[src/rtl/core/xsr_pkg.sv]
// ----------------------------------------------------------------------------
// xsr_pkg
// Shared constants, codes, types and the generator step for the xorshift128+
// random source.
// ----------------------------------------------------------------------------
package xsr_pkg;

   localparam logic [63:0] SEED_FIRST_RESET  = 64'h853c49e6748fea9b;
   localparam logic [63:0] SEED_SECOND_RESET = 64'hda3e39cb94b95bdb;
   localparam logic [63:0] SEED_MIX          = 64'h6a09e667bb67ae85;

   localparam int unsigned SHIFT_A = 23;
   localparam int unsigned SHIFT_B = 18;
   localparam int unsigned SHIFT_C = 5;

   // dividend bits of the range reduction, one per divide cycle
   localparam int unsigned DIV_BITS  = 32;
   localparam int unsigned DIV_CNT_W = $clog2(DIV_BITS);

   // unit double: 53-bit mantissa source, exponent field when bit 52 is set
   localparam int unsigned MAN_W        = 53;
   localparam int unsigned NORM_COARSE  = 8;
   localparam logic [10:0] UNIT_EXP_TOP = 11'd1022;

   typedef logic [2:0] xsr_mode_type;

   localparam xsr_mode_type MODE_SEED  = 3'd0;
   localparam xsr_mode_type MODE_I64   = 3'd1;
   localparam xsr_mode_type MODE_I32   = 3'd2;
   localparam xsr_mode_type MODE_UNIT  = 3'd3;
   localparam xsr_mode_type MODE_RANGE = 3'd4;

   typedef enum logic [2:0] {
      ST_IDLE,
      ST_DISPATCH,
      ST_SEED_A,
      ST_SEED_B,
      ST_DIVIDE,
      ST_NORMALISE,
      ST_PUBLISH
   } xsr_state_type;

   typedef struct packed {
      logic capture;
      logic load_seed;
      logic step;
      logic draw;
      logic div_step;
      logic norm_step;
      logic publish;
   } xsr_cmd_type;

   typedef struct packed {
      xsr_mode_type mode;
      logic         range_empty;
      logic         div_last;
      logic         norm_done;
      logic         out_free;
   } xsr_status_type;

   // next value of the second generator word
   function automatic logic [63:0] xsr_next_second(input logic [63:0] a,
                                                   input logic [63:0] b);
      logic [63:0] t;
      t = a ^ (a << SHIFT_A);
      return t ^ b ^ (t >> SHIFT_B) ^ (b >> SHIFT_C);
   endfunction

endpackage

[src/rtl/core/xsr_if.sv]
// ----------------------------------------------------------------------------
// xsr_req_if / xsr_rsp_if
// Valid/ready channels for request items and result items.
// ----------------------------------------------------------------------------
interface xsr_req_if
   import xsr_pkg::*;
   ();
   logic                valid;
   logic                ready;
   xsr_mode_type        mode;
   logic signed [31:0]  seed_value;
   logic signed [31:0]  range_low;
   logic signed [31:0]  range_high;

   modport source (output valid, mode, seed_value, range_low, range_high, input ready);
   modport sink   (input valid, mode, seed_value, range_low, range_high, output ready);
endinterface

interface xsr_rsp_if;
   logic        valid;
   logic        ready;
   logic [63:0] value;

   modport source (output valid, value, input ready);
   modport sink   (input valid, value, output ready);
endinterface

[src/rtl/core/xorshift128plus_random_source.sv]
// ----------------------------------------------------------------------------
// xorshift128plus_random_source
// xorshift128+ generator with seed, 64-bit, 32-bit, unit double and range
// operations.
// ----------------------------------------------------------------------------
// One item is worked on at a time; req ready is high only while the sequencer
// is idle, and a finished item waits in the result register without holding
// up the next request. Seed items step through SEED_A and SEED_B; 64-bit,
// 32-bit and empty range items go straight to publish; unit doubles pass
// through the mantissa normaliser, which shifts by 8 or by 1 per step; range
// items pass through the bit-serial remainder unit, over 32 dividend bits. A
// result is held while the previous one has not been taken. Seed items and unused mode codes give no result.
module xorshift128plus_random_source
   import xsr_pkg::*;
(
   input  logic        clock,
   input  logic        reset,
   xsr_req_if.sink     req_chan,
   xsr_rsp_if.source   rsp_chan
);

   xsr_cmd_type    cmd;
   xsr_status_type status;

   xsr_ctrl u_ctrl (
      .clock     (clock),
      .reset     (reset),
      .req_valid (req_chan.valid),
      .req_ready (req_chan.ready),
      .status    (status),
      .cmd       (cmd)
   );

   xsr_dp u_dp (
      .clock          (clock),
      .reset          (reset),
      .cmd            (cmd),
      .status         (status),
      .req_mode       (req_chan.mode),
      .req_seed_value (req_chan.seed_value),
      .req_range_low  (req_chan.range_low),
      .req_range_high (req_chan.range_high),
      .rsp_ready      (rsp_chan.ready),
      .rsp_valid      (rsp_chan.valid),
      .rsp_value      (rsp_chan.value)
   );

endmodule

[src/rtl/core/xsr_ctrl.sv]
// ----------------------------------------------------------------------------
// xsr_ctrl
// Sequencer: takes one item at a time, steps the datapath through seeding,
// drawing, range reduction or normalisation, then hands over the result, if any.
// ----------------------------------------------------------------------------
module xsr_ctrl
   import xsr_pkg::*;
(
   input  logic           clock,
   input  logic           reset,
   input  logic           req_valid,
   output logic           req_ready,
   input  xsr_status_type status,
   output xsr_cmd_type    cmd
);

   xsr_state_type state_ff, state_in;

   always_ff @(posedge clock) begin
      if (reset) begin
         state_ff <= ST_IDLE;
      end else begin
         state_ff <= state_in;
      end
   end

   always_comb begin
      state_in = state_ff;
      case (state_ff)
         ST_IDLE: begin
            if (req_valid) state_in = ST_DISPATCH;
         end
         ST_DISPATCH: begin
            case (status.mode)
               MODE_SEED:          state_in = ST_SEED_A;
               MODE_I64, MODE_I32: state_in = ST_PUBLISH;
               MODE_UNIT:          state_in = ST_NORMALISE;
               MODE_RANGE:         state_in = status.range_empty ? ST_PUBLISH : ST_DIVIDE;
               default:            state_in = ST_IDLE;
            endcase
         end
         ST_SEED_A:    state_in = ST_SEED_B;
         ST_SEED_B:    state_in = ST_IDLE;
         ST_DIVIDE: begin
            if (status.div_last) state_in = ST_PUBLISH;
         end
         ST_NORMALISE: begin
            if (status.norm_done) state_in = ST_PUBLISH;
         end
         ST_PUBLISH: begin
            if (status.out_free) state_in = ST_IDLE;
         end
         default:      state_in = ST_IDLE;
      endcase
   end

   always_comb begin
      cmd       = '0;
      req_ready = 1'b0;
      case (state_ff)
         ST_IDLE: begin
            req_ready   = 1'b1;
            cmd.capture = req_valid;
         end
         ST_DISPATCH: begin
            case (status.mode)
               MODE_SEED:                     cmd.load_seed = 1'b1;
               MODE_I64, MODE_I32, MODE_UNIT: cmd.draw      = 1'b1;
               MODE_RANGE:                    cmd.draw      = !status.range_empty;
               default:                       cmd.draw      = 1'b0;
            endcase
         end
         ST_SEED_A, ST_SEED_B: cmd.step      = 1'b1;
         ST_DIVIDE:            cmd.div_step  = 1'b1;
         ST_NORMALISE:         cmd.norm_step = !status.norm_done;
         ST_PUBLISH:           cmd.publish   = status.out_free;
         default:              cmd           = '0;
      endcase
   end

endmodule

[src/rtl/core/xsr_dp.sv]
// ----------------------------------------------------------------------------
// xsr_dp
// Datapath: generator words, operand capture, bit-serial remainder unit,
// mantissa normaliser and the result register.
// ----------------------------------------------------------------------------
module xsr_dp
   import xsr_pkg::*;
(
   input  logic               clock,
   input  logic               reset,
   input  xsr_cmd_type        cmd,
   output xsr_status_type     status,
   input  xsr_mode_type       req_mode,
   input  logic signed [31:0] req_seed_value,
   input  logic signed [31:0] req_range_low,
   input  logic signed [31:0] req_range_high,
   input  logic               rsp_ready,
   output logic               rsp_valid,
   output logic [63:0]        rsp_value
);

   logic [63:0]        word_a_ff, word_a_in;
   logic [63:0]        word_b_ff, word_b_in;
   xsr_mode_type       mode_ff;
   logic [31:0]        seed_ff;
   logic signed [31:0] lo_ff, hi_ff;
   logic [63:0]        sum_ff;
   logic [31:0]        span_ff;
   logic [31:0]        dvd_ff, rem_ff, rem_in;
   logic [DIV_CNT_W-1:0] cnt_ff;
   logic [MAN_W-1:0]   man_ff, man_in;
   logic [10:0]        exp_ff, exp_in;
   logic               rsp_valid_ff;
   logic [63:0]        rsp_value_ff, result;

   logic [63:0] sum_now;
   logic [63:0] seed_word;
   logic [32:0] rem_sh, rem_diff;
   logic [31:0] rng_sum;
   logic        range_empty, norm_done, out_free;

   assign sum_now   = word_a_ff + word_b_ff;
   assign seed_word = {32'd0, seed_ff};

   always_comb begin
      word_a_in = word_a_ff;
      word_b_in = word_b_ff;
      if (cmd.load_seed) begin
         word_a_in = seed_word;
         word_b_in = seed_word ^ SEED_MIX;
      end else if (cmd.step || cmd.draw) begin
         word_a_in = word_b_ff;
         word_b_in = xsr_next_second(word_a_ff, word_b_ff);
      end
   end

   always_ff @(posedge clock) begin
      if (reset) begin
         word_a_ff <= SEED_FIRST_RESET;
         word_b_ff <= SEED_SECOND_RESET;
      end else begin
         word_a_ff <= word_a_in;
         word_b_ff <= word_b_in;
      end
   end

   always_ff @(posedge clock) begin
      if (cmd.capture) begin
         mode_ff <= req_mode;
         seed_ff <= req_seed_value;
         lo_ff   <= req_range_low;
         hi_ff   <= req_range_high;
      end
   end

   // restoring remainder, one dividend bit a cycle
   assign rem_sh   = {rem_ff, dvd_ff[31]};
   assign rem_diff = rem_sh - {1'b0, span_ff};
   assign rem_in   = rem_diff[32] ? rem_sh[31:0] : rem_diff[31:0];

   // coarse shift by a byte while the top byte is clear, else by one
   always_comb begin
      if (man_ff[MAN_W-1 -: NORM_COARSE] == '0) begin
         man_in = man_ff << NORM_COARSE;
         exp_in = exp_ff - 11'(NORM_COARSE);
      end else begin
         man_in = man_ff << 1;
         exp_in = exp_ff - 11'd1;
      end
   end

   always_ff @(posedge clock) begin
      if (cmd.draw) begin
         sum_ff  <= sum_now;
         span_ff <= hi_ff - lo_ff;
         dvd_ff  <= sum_now[63:32];
         rem_ff  <= '0;
         cnt_ff  <= '0;
         man_ff  <= sum_now[63 -: MAN_W];
         exp_ff  <= UNIT_EXP_TOP;
      end else begin
         if (cmd.div_step) begin
            rem_ff <= rem_in;
            dvd_ff <= dvd_ff << 1;
            cnt_ff <= cnt_ff + 1'b1;
         end
         if (cmd.norm_step) begin
            man_ff <= man_in;
            exp_ff <= exp_in;
         end
      end
   end

   assign range_empty = hi_ff <= lo_ff;
   assign norm_done   = man_ff[MAN_W-1] || (man_ff == '0);
   assign rng_sum     = lo_ff + rem_ff;

   always_comb begin
      case (mode_ff)
         MODE_I64:   result = sum_ff;
         MODE_I32:   result = {{32{sum_ff[63]}}, sum_ff[63:32]};
         MODE_UNIT:  result = (man_ff == '0) ? 64'd0 : {1'b0, exp_ff, man_ff[MAN_W-2:0]};
         MODE_RANGE: result = range_empty ? {{32{lo_ff[31]}}, lo_ff}
                                          : {{32{rng_sum[31]}}, rng_sum};
         default:    result = '0;
      endcase
   end

   assign out_free = !rsp_valid_ff || rsp_ready;

   always_ff @(posedge clock) begin
      if (reset) begin
         rsp_valid_ff <= 1'b0;
      end else if (cmd.publish) begin
         rsp_valid_ff <= 1'b1;
      end else if (rsp_ready) begin
         rsp_valid_ff <= 1'b0;
      end
   end

   always_ff @(posedge clock) begin
      if (cmd.publish) rsp_value_ff <= result;
   end

   assign rsp_valid = rsp_valid_ff;
   assign rsp_value = rsp_value_ff;

   assign status.mode        = mode_ff;
   assign status.range_empty = range_empty;
   assign status.div_last    = cnt_ff == DIV_CNT_W'(DIV_BITS - 1);
   assign status.norm_done   = norm_done;
   assign status.out_free    = out_free;

endmodule

[src/flat_wrapper.sv]
// flat-port wrapper written by rule: the top's interface ports become plain ports
module xorshift128plus_random_source_flat import xsr_pkg::*;
  (clock, reset, req_chan_valid, req_chan_mode, req_chan_seed_value, req_chan_range_low, req_chan_range_high, req_chan_ready, rsp_chan_valid, rsp_chan_value, rsp_chan_ready);
  xsr_req_if req_chan_i ();
  xsr_rsp_if rsp_chan_i ();
  input  logic clock;
  input  logic reset;
  input wire logic [$bits(req_chan_i.valid)-1:0] req_chan_valid;
  input wire logic [$bits(req_chan_i.mode)-1:0] req_chan_mode;
  input wire logic [$bits(req_chan_i.seed_value)-1:0] req_chan_seed_value;
  input wire logic [$bits(req_chan_i.range_low)-1:0] req_chan_range_low;
  input wire logic [$bits(req_chan_i.range_high)-1:0] req_chan_range_high;
  output wire logic [$bits(req_chan_i.ready)-1:0] req_chan_ready;
  output wire logic [$bits(rsp_chan_i.valid)-1:0] rsp_chan_valid;
  output wire logic [$bits(rsp_chan_i.value)-1:0] rsp_chan_value;
  input wire logic [$bits(rsp_chan_i.ready)-1:0] rsp_chan_ready;
  assign req_chan_i.valid = req_chan_valid;
  assign req_chan_i.mode = req_chan_mode;
  assign req_chan_i.seed_value = req_chan_seed_value;
  assign req_chan_i.range_low = req_chan_range_low;
  assign req_chan_i.range_high = req_chan_range_high;
  assign req_chan_ready = req_chan_i.ready;
  assign rsp_chan_valid = rsp_chan_i.valid;
  assign rsp_chan_value = rsp_chan_i.value;
  assign rsp_chan_i.ready = rsp_chan_ready;
  xorshift128plus_random_source u_core (.clock(clock), .reset(reset), .req_chan(req_chan_i), .rsp_chan(rsp_chan_i));
endmodule
[config.mk]
export PLATFORM = sky130hd
export DESIGN_NAME = xorshift128plus_random_source_flat
export DESIGN_NICKNAME = d
export VERILOG_FILES = /design/src/rtl/core/xsr_pkg.sv /design/src/rtl/core/xsr_if.sv /design/src/rtl/core/xorshift128plus_random_source.sv /design/src/rtl/core/xsr_ctrl.sv /design/src/rtl/core/xsr_dp.sv /design/src/flat_wrapper.sv
export SDC_FILE = /design/constraint.sdc
export NUM_CORES = 1
export LEC_CHECK = 0
export BUFFER_PORTS_ARGS = -buffer_cell sky130_fd_sc_hd__buf_4
export CORE_ASPECT_RATIO = 2
export CORE_UTILIZATION = 50
export DETAILED_ROUTE_END_ITERATION = 7
export GPL_TIMING_DRIVEN = 0
export PLACE_DENSITY = 0.68
export SETUP_SLACK_MARGIN = 0.02
export SKIP_CTS_REPAIR_TIMING = 1
export SYNTH_ARGS = -nofsm -noshare
export SYNTH_HDL_FRONTEND = slang
export SYNTH_SLANG_ARGS = --single-unit
[constraint.sdc]
create_clock -name clock -period 6.6 [get_ports clock]
set_input_delay 1.32 -clock clock [delete_from_list [all_inputs] [get_ports clock]]
set_output_delay 1.32 -clock clock [all_outputs]
set_load 0.02 [all_outputs]
==> results by group <==
Floorplan
  – Die Area: between 60000 and 70000 um^2
  – CORE AREA: 61000 um^2
  – Placement row count: ~130
  – Initial core utilization: about half
  – Die width: about 180 um
  – I/O pins: 169
  – Die Y: around 350 um

Final layout
  – Filler cell count: ~5600
  – Nets: ~3800
  – Final core utilization: a little under three fifths
  – Share of layout cells above drive strength 1: 9.59%
  – Area delta synth->final: 13.4%

Critical path
  – Crit path kind: reg -> reg
  – Critical Path Start Type: flop
  – Worst Path Arrival: roughly 6.8 ns
  – Required @ worst endpoint: around 7 ns
  – CP endpoint kind: flop
  – Reg2Reg Depth: 13
  – CP max FO: 22

Hold path
  – Hold path depth: 2
  – Min-delay worst type: reg -> reg

Route
  – Drc violations: 0
  – DRT antenna net count: 0
  – 1st-pass router iterations: 6
  – Iter 0 DRT Violations: 2219
  – Drt via density: a little over 6
  – Wire length per cell: 28.1 um
  – DRT Wirelength: approximately 120 mm
  – Vias: roughly 27000

Global route
  – Vias in the first global route: 27106
  – Largest net degree at the start of global routing: between 50 and 60
  – Grt ovf: 0
  – First-pass GRT wire length: 174 mm
  – Number of antenna violations at the first check in global routing: 3
  – All-Layer GR Usage: 38.9%

STA
  – Final hold vios: 0
  – Slew HR: between 10 and 15%
  – Final Max Tran Viols: 0
  – Final WS setup: 0.139 ns
  – Unrepaired setup endpoints after global routing: no
  – Worst-Margin Slew: between 1 and 1.5 ns
  – Clk_skew: 0.0305 ns
  – Final cycle utilization of the critical path: between 90 and 100%
  – Fin crit period: 6.46 ns
  – Final setup violation count: 0
  – Max Clock Freq: around 150 MHz

Logic synthesis
  – Share of the synthesized area in the top cell type: roughly 33%
  – Synth area leader: edfxtp_1
  – Syn nets: between 3000 and 4000
  – Most used DFF post-synth: edfxtp_1
  – Synth cell types: between 70 and 80
  – Register area share after synthesis: a little under half
  – Post-synth top cells: nand2_1 (405), edfxtp_1 (344), a21oi_1 (299), nor2_1 (220), xnor2_1 (217)
  – Post-synth ARST share: 0%
  – Synth Warn #: 0
  – EDFF count, synth: 344
  – Synthesized area: between 30000 and 40000 um^2
  – Largest cells by area after synthesis: edfxtp_1 (33%), dfxtp_1 (12%), ha_1 (6.6%)
  – Top-count cell post-synth: nand2_1
  – #FFs+latches synth: 524
  – Syn avg cell area: around 9.5 um^2
  – Cell count after synthesis: 3258

Place
  – Port bufs: 168
  – Dpl ws: around 0.56 ns
  – HPWL Detailed: roughly 96 mm
  – Routability congestion estimate: roughly 1.1

Clock network
  – H-tree depth: 2
  – TritonCTS clock tree: built
  – Sink Count: 524
  – Root buffer cell: clkbuf_16
  – Reg clk slew, reported paths: 0.07 ns
  – Clock latency on the worst-skew pair: 0.65 ns
  – Clock Path Buffers: 3
  – Total CTS buffers: 49

Power
  – Overall Power: slightly below 20 mW
  – Power Density: 561 nW/um^2
  – Leak: 13.9 nW
  – Peak supply drop: around 0.00028 V

Outcome
  – Outcome: finished clean

Run
  – Max_cap viols: 0
==> layout make-up <==
cell class	instances	area, um^2	area share, %
multi-input combinational	2414	15700	44.9
sequential	524	13900	39.8
tap	780	976	2.79
inverter	152	571	1.63
clock buffer	59	1310	3.73
timing repair buffer	176	1430	4.08
antenna	5	12.5	0.0357
buffer	168	672	1.92
clock inverter	32	378	1.08
==> final timing paths <==
path / startpoint / to / slack, ns
max reg2reg: u_core.u_dp.lo_ff[5] / u_core.u_dp.dvd_ff[7] / 0.14
max: u_core.u_dp.lo_ff[5] / u_core.u_dp.dvd_ff[7] / 0.14
min: u_core.u_dp.cnt_ff[4] / u_core.u_dp.cnt_ff[4] / 0.47
min reg2reg: u_core.u_dp.cnt_ff[4] / u_core.u_dp.cnt_ff[4] / 0.47
==> placed cells by master, fill, tap and decap left out, types with 28 or more instances in the layout <==
cell / instances
mux2i_1: 48
clkbuf_16: 50
a21o_1: 72
clkbuf_1: 140
buf_4: 171
o22ai_1: 32
a21oi_1: 299
inv_1: 151
dfxtp_1: 180
a221oi_1: 55
nand2_1: 404
edfxtp_1: 344
nand3_1: 55
nand4_1: 40
a211oi_1: 32
nor2_1: 219
a31oi_1: 28
xor2_1: 97
ha_1: 162
o21ai_0: 192
o21bai_1: 30
a22oi_1: 37
nor3_1: 39
mux2_2: 32
xnor2_1: 217
==> registers in the layout, summed over array words and instances (netlist names) <==
signal and cells:
u_core.u_ctrl.state_ff 3, u_core.u_dp.cnt_ff 5, u_core.u_dp.dvd_ff 32, u_core.u_dp.exp_ff 11
u_core.u_dp.hi_ff 32, u_core.u_dp.lo_ff 32, u_core.u_dp.man_ff 53, u_core.u_dp.mode_ff 3
u_core.u_dp.rem_ff 32, u_core.u_dp.rsp_valid 1, u_core.u_dp.rsp_value 64, u_core.u_dp.seed_ff 32
u_core.u_dp.span_ff 32, u_core.u_dp.sum_ff 64, u_core.u_dp.word_a_ff 64, u_core.u_dp.word_b_ff 64
==> cell families after synthesis <==
kind of cell	Yosys count	share of synthesized area, %
AND/OR/NAND/NOR	934	13.6
AO/OA/AOI/OAI	920	18.8
flip-flops	524	45.1
buffers and inverters	320	4.01
XOR/XNOR	314	8.91
adder cells (fa/ha/maj)	166	6.82
multiplexers	80	2.72
==> metrics by stage <==
| stage | setup TNS [ns] | instances | hold WS [ns] | cell area (um^2) |
|---|---|---|---|---|
| 6_report | 0 | 4310 | 0.466 | 35000 |
| 2_1_floorplan | 0 | 3258 | 0.441 | 30900 |
| 3_3_place_gp | -275.49 | 4206 | 0.450 | 33100 |
| 4_1_cts | 0 | 4305 | 0.470 | 35000 |
| 3_5_place_dp | 0 | 4214 | 0.462 | 33300 |
| 5_1_grt | 0 | 4305 | 0.500 | 35000 |
==> critical path, stage by stage, from the launching register on <==
cell	delay, ns
edfxtp_1	0.42
inv_1	0.07
ha_1	0.37
a21o_1	0.23
nor3_1	0.26
a21oi_1	0.18
o21ai_0	1.03
a211oi_1	0.33
o21ai_1	0.55
a21o_1	0.36
clkinv_1	0.34
nor2_1	1.01
inv_1	0.67
buf_16	0.35
==> power by group <==
group          internal [mW]  switching, mW  total (mW)
Combinational           3.93           6.64        10.6
Clock                   1.73           1.35        3.08
Sequential              4.80           1.20        6.00
==> metal layers <==
layer,share of wire (%),global-route usage [%],up-vias
li1,-,-,12273
met1,31,34.4,12701
met2,51,69.8,1200
met3,5.2,7.02,552
met4,13,41.5,0
met5,0,0,-
No activity file was read; power rests on OpenSTA's default activity.
